$ cat src/rtl/lgs_pkg.sv
// Shared types and constants for the life grid generation step block.
package lgs_pkg;
  localparam int GridRows = 128;
  localparam int GridColumns = 128;
  localparam int RowW = $clog2(GridRows);
  localparam int ColW = $clog2(GridColumns);

  typedef logic [GridColumns-1:0] row_t;

  typedef enum logic [1:0] {
    ACT_WRITE = 2'd0,
    ACT_STEP  = 2'd1,
    ACT_READ  = 2'd2,
    ACT_NONE  = 2'd3
  } action_t;

  // Neighbour row and edge control handed along the chain of column cells.
  typedef struct packed {
    logic wrap;
    logic above_en;
    logic below_en;
  } edge_ctl_t;
endpackage

$ cat src/rtl/lgs_cell.sv
// One column cell: applies the B3/S23 rule to its own column of a row.
module lgs_cell (
  input  logic [2:0] left_i,   // above, current, below of the column to the left
  input  logic [2:0] mid_i,
  input  logic [2:0] right_i,
  output logic       next_o
);
  logic [3:0] live;
  always_comb begin
    live = 4'(left_i[0]) + 4'(left_i[1]) + 4'(left_i[2])
         + 4'(right_i[0]) + 4'(right_i[1]) + 4'(right_i[2])
         + 4'(mid_i[0]) + 4'(mid_i[2]);
    if (mid_i[1]) next_o = (live == 4'd2) || (live == 4'd3);
    else next_o = (live == 4'd3);
  end
endmodule

$ cat src/rtl/lgs_row_chain.sv
// Row of column cells computing the next generation of one grid row.
module lgs_row_chain (
  input  lgs_pkg::row_t      above_i,
  input  lgs_pkg::row_t      cur_i,
  input  lgs_pkg::row_t      below_i,
  input  lgs_pkg::edge_ctl_t ctl_i,
  output lgs_pkg::row_t      next_o
);
  import lgs_pkg::*;
  logic [GridColumns+1:0] a_x, c_x, b_x;
  row_t a_m, b_m;
  assign a_m = ctl_i.above_en ? above_i : '0;
  assign b_m = ctl_i.below_en ? below_i : '0;
  // pad the row with edge columns, wrapped or dead
  assign a_x = {ctl_i.wrap & a_m[0], a_m, ctl_i.wrap & a_m[GridColumns-1]};
  assign c_x = {ctl_i.wrap & cur_i[0], cur_i, ctl_i.wrap & cur_i[GridColumns-1]};
  assign b_x = {ctl_i.wrap & b_m[0], b_m, ctl_i.wrap & b_m[GridColumns-1]};
  for (genvar c = 0; c < GridColumns; c++) begin : g_col
    lgs_cell u_cell (
      .left_i ({b_x[c],   c_x[c],   a_x[c]}),
      .mid_i  ({b_x[c+1], c_x[c+1], a_x[c+1]}),
      .right_i({b_x[c+2], c_x[c+2], a_x[c+2]}),
      .next_o (next_o[c])
    );
  end
endmodule

$ cat config.mk
export PLATFORM = sky130hd
export DESIGN_NAME = lgs_row_chain
export DESIGN_NICKNAME = d
export VERILOG_FILES = /design/src/rtl/lgs_pkg.sv /design/src/rtl/lgs_cell.sv /design/src/rtl/lgs_row_chain.sv
export SDC_FILE = /design/constraint.sdc
export NUM_CORES = 1
export LEC_CHECK = 0
export ABC_AREA = 1
export BUFFER_PORTS_ARGS = -buffer_cell sky130_fd_sc_hd__buf_2
export CORE_MARGIN = 1.5
export CORE_UTILIZATION = 60
export DETAILED_ROUTE_END_ITERATION = 10
export GPL_TIMING_DRIVEN = 0
export MAX_ROUTING_LAYER = met4
export PLACE_DENSITY = 0.92
export SETUP_SLACK_MARGIN = 0.4
export SYNTH_ARGS = -nofsm -noshare
export SYNTH_HDL_FRONTEND = slang
export SYNTH_SLANG_ARGS = --single-unit
$ cat constraint.sdc
create_clock -name vclk -period 4.38
set_clock_uncertainty 0.2 [all_clocks]
set_input_delay 0.219 -clock vclk [all_inputs]
set_output_delay 0.219 -clock vclk [all_outputs]
set_load 0.05 [all_outputs]
==> results of run 1 <==
logic make-up after synthesis:
family / synth area share, %
AND/OR/NAND/NOR: 15.3
buffers and inverters: 25.2
adder cells (fa/ha/maj): 57.0
AO/OA/AOI/OAI: 2.43
metal layers:
layer | overflow | track usage, %
met5 | - | -
met4 | 0 | 49.2
met3 | 0 | 28.0
met2 | 1 | 76.4
met1 | 0 | 48.2
metrics by stage:
step                      utilization, %  std cells  hold WS [ps]  setup TNS [ps]
after floorplan                        -       3613           566               0
after global placement              68.6       4711           870          -10160
after detailed placement            68.6       4711           875          -14270
after CTS                           70.6       4716           825               0
timing repair:
item / CTS
endpoints found under the setup margin: 128
resized for setup: 341
buffers inserted: 3
gates cloned: 2
pin swaps: 2
hold buffers: 0
==> flow_metrics.env, run 1 <==
export IMPL_result_of_the_run="stopped before the end"
export IMPL_stop_stage="global routing"
export IMPL_error_line="[ERROR GRT-0232] Routing congestion too high. Check the congestion heatmap in the GUI."
export IMPL_synth_warning_count=0
export IMPL_yosysSeqAreaShare_pct=0
export IMPL_floorplan_rows=76
export IMPL_grt_start_max_net_pins=13
export IMPL_hpwlAfterDp_um=63000
export IMPL_die_height_um=213
export IMPL_pre_cts_slack_ps=-454
export IMPL_distinct_cell_type_count_of_the_synthesized_netlist=11
export IMPL_timing_grt_repair_worst_endpoint="next_o[42]"
export IMPL_die_w_um=213
export IMPL_post_synth_top_area_fraction_pct=38.8
export IMPL_port_buffers=513
export IMPL_place_congestion=0.952
export IMPL_groute_usage_overall_pct=52.1
export IMPL_antenna_found_initial=42
export IMPL_post_synth_main_area_contributors="fa_1, inv_1, ha_1"
export IMPL_postPlaceCellArea_sq_um=29700
export IMPL_worstEndpointType="output port"
export IMPL_post_synth_inst_count=3613
export IMPL_syn_area_sq_um=26400
export IMPL_synthesis_area_per_instance_sq_um=7.31
export IMPL_synth_most_common_cell="inv_1"
export IMPL_initial_utilization_pct=61.0
export IMPL_grt_remaining_overflow=1
export IMPL_synthTopCellsByCount="inv_1, nand2_1, fa_1"
export IMPL_design_portCount=515
export IMPL_mappedNetlistNets=4896
export IMPL_post_synth_top_area_cell="fa_1"
==> inputs of run 2 (changes only) <==
--- a/config.mk
+++ b/config.mk
@@ -8,12 +8,10 @@
 export ABC_AREA = 1
 export BUFFER_PORTS_ARGS = -buffer_cell sky130_fd_sc_hd__buf_2
 export CORE_MARGIN = 1.5
-export CORE_UTILIZATION = 60
+export CORE_UTILIZATION = 40
 export DETAILED_ROUTE_END_ITERATION = 10
 export GPL_TIMING_DRIVEN = 0
-export MAX_ROUTING_LAYER = met4
-export PLACE_DENSITY = 0.92
-export SETUP_SLACK_MARGIN = 0.4
+export PLACE_DENSITY_LB_ADDON = 0.15
 export SYNTH_ARGS = -nofsm -noshare
 export SYNTH_HDL_FRONTEND = slang
 export SYNTH_SLANG_ARGS = --single-unit
==> flow_metrics.env, run 2 <==
export IMPL_switching_power_mw=4.91
export IMPL_timing_critical_path_from="ctl_i[1]"
export IMPL_layout_commonest_cell="inv_1"
export IMPL_die_height_um=260
export IMPL_end_kind="primary output"
export IMPL_internal_power_mw=2.97
export IMPL_port_buffers=513
export IMPL_path_class="in -> out"
export IMPL_post_synth_inst_count=3613
export IMPL_place_congestion=0.888
export IMPL_antenna_found_initial=45
export IMPL_max_vdd_ir_drop_v=0.000211
export IMPL_die_w_um=260
export IMPL_sequentialPowerShare_pct=0
export IMPL_hpwlAfterDp_um=64600
export IMPL_post_route_min_period_ps=4270
export IMPL_final_count_of_hold_timing_violations=0
export IMPL_post_synth_top_area_fraction_pct=38.8
export IMPL_finish_instance_area_sq_um=30300
export IMPL_worst_ep_required_time_ps=3960
export IMPL_grt_start_max_net_pins=11
export IMPL_grt_pass1_vias=21600
export IMPL_post_synth_main_area_contributors="fa_1, inv_1, ha_1"
export IMPL_power_frac_comb_pct=100.0
export IMPL_power_density_cell_area_nw_per_um2=260
export IMPL_clock_power_share_pct=0
export IMPL_areaGrowthSynthToFinish_pct=14.7
export IMPL_syn_area_sq_um=26400
export IMPL_drt_first_pass_iters=4
export IMPL_timing_final_max_slew_violations=0
export IMPL_layout_drive_gt1_share_pct=16.3
export IMPL_post_drt_wl_per_cell_um=13.8
export IMPL_endpoint="next_o[42]"
export IMPL_timing_worst_slew_pin_value_ps=365
export IMPL_period_share_pct=97.4
export IMPL_rsz0062_at_grt="yes"
export IMPL_mappedNetlistNets=4896
export IMPL_sw_frac_of_total_pct=62.3
export IMPL_postPlaceCellArea_sq_um=30100
export IMPL_wl_um=69300
export IMPL_groute_usage_overall_pct=20.8
export IMPL_synthTopCellsByCount="inv_1, nand2_1, fa_1"
export IMPL_initial_utilization_pct=40.3
export IMPL_critical_path_peak_fanout=10
export IMPL_route_vias_total=21200
export IMPL_synthesis_area_per_instance_sq_um=7.31
export IMPL_finalHoldWorstSlack_ps=864
export IMPL_fmax_mhz=234
export IMPL_post_place_cells=4990
export IMPL_cts_hold_buffers_added=0
export IMPL_final_seq_area_sq_um=0
export IMPL_route_detailed_drc=0
export IMPL_routed_via_density=4.24
export IMPL_crit_top_cell="inv_1"
export IMPL_core_region_area_sq_um=65500
export IMPL_fin_cells=5007
export IMPL_finalSetupViolCount=0
export IMPL_cp_arrival_ps=3850
export IMPL_die_area_sq_um=67600
export IMPL_grt_first_pass_wirelength_um=110000
export IMPL_distinct_cell_type_count_of_the_synthesized_netlist=11
export IMPL_timing_critical_path_slowest_stage_cell="fa_1"
export IMPL_result_of_the_run="completed"
export IMPL_final_net_count=5411
export IMPL_drtIter0Drc=716
export IMPL_n_sequential_cell=0
export IMPL_drt_antenna_violating_nets=0
export IMPL_tightest_slew_margin_relative_to_the_limit_pct=75.9
export IMPL_synth_warning_count=0
export IMPL_worst_path_largest_cell_delay_ps=510
export IMPL_drv_max_cap_violation_count=0
export IMPL_yosysSeqAreaShare_pct=0
export IMPL_path_cells="buf_8 -> buf_6 -> nand2_1 -> inv_1 -> ha_1 -> fa_1 -> inv_1 -> fa_1 -> inv_1 -> fa_1 -> inv_1 -> fa_1 -> inv_1 -> nand3_1 -> a21oi_1 -> buf_4 -> clkbuf_4"
export IMPL_worst_hold_path_type="in -> out"
export IMPL_post_layout_total_power_mw=7.88
export IMPL_layout_common_cells="inv_1, nand2_1, fa_1, buf_2, ha_1"
export IMPL_grt_remaining_overflow=0
export IMPL_design_portCount=515
export IMPL_leakagePower_nw=20.1
export IMPL_final_clkbuf_count=0
export IMPL_synth_most_common_cell="inv_1"
export IMPL_timing_critical_path_from_type="primary input"
export IMPL_post_synth_top_area_cell="fa_1"
export IMPL_floorplan_rows=94
[run 2: cell counts after synthesis]
Identical to the previous run, type by type.
[run 2: worst min-delay path by stage]
| stage | endpoint | from | depth (start not counted) | slack, ps |
|---|---|---|---|---|
| floorplan | next_o[102] | cur_i[102] | 5 | 570 |
| global placement | next_o[80] | cur_i[80] | 7 | 870 |
| detailed placement | next_o[43] | cur_i[43] | 7 | 880 |
| CTS | next_o[43] | cur_i[43] | 7 | 870 |
| global route | next_o[69] | cur_i[69] | 7 | 910 |
| finish | next_o[22] | cur_i[22] | 7 | 860 |
[run 2: cell families (layout without fill, tap and decap cells)]
logic type / count (synthesis) / count (layout) / share of synthesized area [%]
buffers and inverters: 1618 / 2131 / 25.2
other: 0 / 17 / 0
AO/OA/AOI/OAI: 128 / 128 / 2.43
AND/OR/NAND/NOR: 971 / 971 / 15.3
adder cells (fa/ha/maj): 896 / 896 / 57.0
[run 2: layout make-up]
type	instances	area [sq um]
fillers	6884	35200
repair buffers	513	2650
diodes	17	42.5
inverters	1462	5490
well taps	864	1080
multi-input cells	1995	19700
plain buffers	156	1260
[run 2: stage by stage]
step / setup slack, ps / TNS [ps] / util [%]
final: 115 / 0 / 46.2
after global routing: -38.3 / -206 / 46.2
after CTS: 1.17 / 0 / 46.0
after detailed placement: -500 / -28240 / 45.9
after global placement: -505 / -27560 / 45.9
after floorplan: 627 / 0 / -
[run 2: worst max-delay path, delay by kind of cell]
family | cells | cell delay (ps)
compound gates | 1 | 170
buf+inv | 9 | 1180
fa+ha+maj | 5 | 2090
simple gates | 2 | 140
[run 2: what timing repair did]
| action | 4_1_cts | 5_1_grt |
|---|---|---|
| gates resized for setup | 20 | 48 |
| endpoints found under the setup margin | 122 | 100 |
| hold endpoints to repair | 0 | 0 |
| setup buffers | 0 | 0 |
[run 2: power by group through the flow]
stage          logic (mW)  clock network [mW]  registers [mW]
5_1_grt              9.02         0.000000397               0
2_1_floorplan        6.15                   0               0
3_3_place_gp         7.81                   0               0
3_5_place_dp         7.91                   0               0
4_1_cts              7.96                   0               0
6_report             7.88         0.000000520               0
[run 2: layer usage]
layer	global-route usage, %	up-vias	share of wire (%)	wire length (um)
met4	4.09	42	2.2	1530
met5	0	-	0.38	266
met1	26.4	9741	43	30000
li1	-	11000	-	-
met2	36.8	332	49	33900
met3	3.90	102	5.2	3620
(Power assumes the default switching activity.)
==> inputs of run 3 (changes only) <==
--- a/config.mk
+++ b/config.mk
@@ -11,7 +11,7 @@
 export CORE_UTILIZATION = 40
 export DETAILED_ROUTE_END_ITERATION = 10
 export GPL_TIMING_DRIVEN = 0
-export PLACE_DENSITY_LB_ADDON = 0.15
+export REMOVE_ABC_BUFFERS = 1
 export SYNTH_ARGS = -nofsm -noshare
 export SYNTH_HDL_FRONTEND = slang
 export SYNTH_SLANG_ARGS = --single-unit
==> constraint.sdc (replaced) <==
create_clock -name vclk -period 3.5
set_clock_uncertainty 0.2 [all_clocks]
set_input_delay 0.175 -clock vclk [all_inputs]
set_output_delay 0.175 -clock vclk [all_outputs]
set_load 0.05 [all_outputs]
==> flow_metrics.env, run 3 (same netlist as run 2, synthesis figures left out) <==
export IMPL_max_vdd_ir_drop_v=0.000420
export IMPL_die_area_sq_um=67600
export IMPL_port_buffers=515
export IMPL_worst_hold_path_type="in -> out"
export IMPL_finalSetupViolCount=123
export IMPL_rsz0062_at_grt="yes"
export IMPL_floorplan_rows=94
export IMPL_worst_ep_required_time_ps=3120
export IMPL_initial_utilization_pct=40.3
export IMPL_hpwlAfterDp_um=56500
export IMPL_finalHoldWorstSlack_ps=636
export IMPL_violated_checks="setup timing"
export IMPL_timing_critical_path_from_type="primary input"
export IMPL_end_kind="primary output"
export IMPL_drv_max_cap_violation_count=0
export IMPL_areaGrowthSynthToFinish_pct=32.8
export IMPL_timing_worst_slew_pin_value_ps=369
export IMPL_pre_cts_slack_ps=-1340
export IMPL_critical_path_peak_fanout=8
export IMPL_wl_um=73400
export IMPL_layout_common_cells="inv_1, nand2_1, fa_1, buf_2, ha_1"
export IMPL_place_congestion=0.883
export IMPL_layout_commonest_cell="inv_1"
export IMPL_route_detailed_drc=0
export IMPL_post_drt_wl_per_cell_um=14.5
export IMPL_die_height_um=260
export IMPL_drt_antenna_violating_nets=0
export IMPL_path_class="in -> out"
export IMPL_result_of_the_run="finished, violations left"
export IMPL_core_region_area_sq_um=65500
export IMPL_tightest_slew_margin_relative_to_the_limit_pct=75.4
export IMPL_layout_drive_gt1_share_pct=35.6
export IMPL_drt_first_pass_iters=5
export IMPL_leakagePower_nw=20.7
export IMPL_grt_remaining_overflow=0
export IMPL_n_sequential_cell=0
export IMPL_die_w_um=260
export IMPL_timing_final_max_slew_violations=0
export IMPL_post_route_min_period_ps=3810
export IMPL_final_count_of_hold_timing_violations=0
export IMPL_period_share_pct=109
export IMPL_design_portCount=515
export IMPL_grt_pass1_vias=22500
export IMPL_final_core_util_pct=53.5
export IMPL_grt_start_max_net_pins=67
export IMPL_power_density_cell_area_nw_per_um2=318
export IMPL_cp_arrival_ps=3430
export IMPL_timing_final_ws_setup_ps=-306
export IMPL_groute_usage_overall_pct=21.1
export IMPL_fmax_mhz=263
export IMPL_routed_via_density=4.40
export IMPL_final_net_count=5477
export IMPL_antenna_found_initial=24
export IMPL_grt_first_pass_wirelength_um=113000
export IMPL_cts_hold_buffers_added=0
export IMPL_drtIter0Drc=875
export IMPL_final_seq_area_sq_um=0
export IMPL_route_vias_total=22300
export IMPL_final_clkbuf_count=0
run 3: stage by stage:
stage               cells  area, sq um  power (mW)  setup TNS, ps
floorplan            3457        25200        6.77         -27710
global placement     4836        28900        8.82        -307270
detailed placement   4838        29000        8.98        -106140
CTS                  4974        33200        10.5         -22130
global route         5062        35100        12.5         -32780
finish               5067        35100        11.1         -17080
run 3: metal layers:
layer / track usage, % / part of all wire, % / wire [um]
met5: 0 / 0.23 / 172
met4: 3.21 / 1.9 / 1360
met3: 3.01 / 5.6 / 4130
met2: 37.5 / 50 / 36500
met1: 27.6 / 43 / 31300
run 3: cell type report:
class                      count  area [sq um]
tap                          864          1080
fill                        6224         30400
timing repair buffer         735          5870
inverter                    1462          5650
multi-input combinational   1995         22400
antenna                       11          27.5
run 3: worst max-delay path, cell delays in order:
cell and delay, ps:
buf_16 150, buf_16 140, buf_6 120, nand2_2 60, inv_2 50, ha_4 210
fa_1 490, inv_2 50, fa_1 550, inv_2 50, fa_2 370, inv_2 70
fa_1 400, nand3b_1 210, nor2_2 140, buf_6 170
run 3: final timing paths:
check	startpoint	end	slack (ps)	cells after the start
worst max-delay path	ctl_i[1]	next_o[53]	-310	16
worst min-delay path	cur_i[0]	next_o[0]	640	6
run 3: repair_timing:
action / 4_1_cts / 5_1_grt
setup buffers: 119 / 89
hold endpoints to repair: 0 / 0
pin swaps: 142 / 267
endpoints found under the setup margin: 128 / 128
gates cloned: 17 / 1
gates resized for setup: 828 / 394
run 3: power breakdown:
group          leakage (nW)  internal (mW)    total, mW  switching, mW
sequential                0              0            0              0
clock             0.0000697    0.000000421  0.000000421              0
combinational          20.7           4.38         11.1           6.76
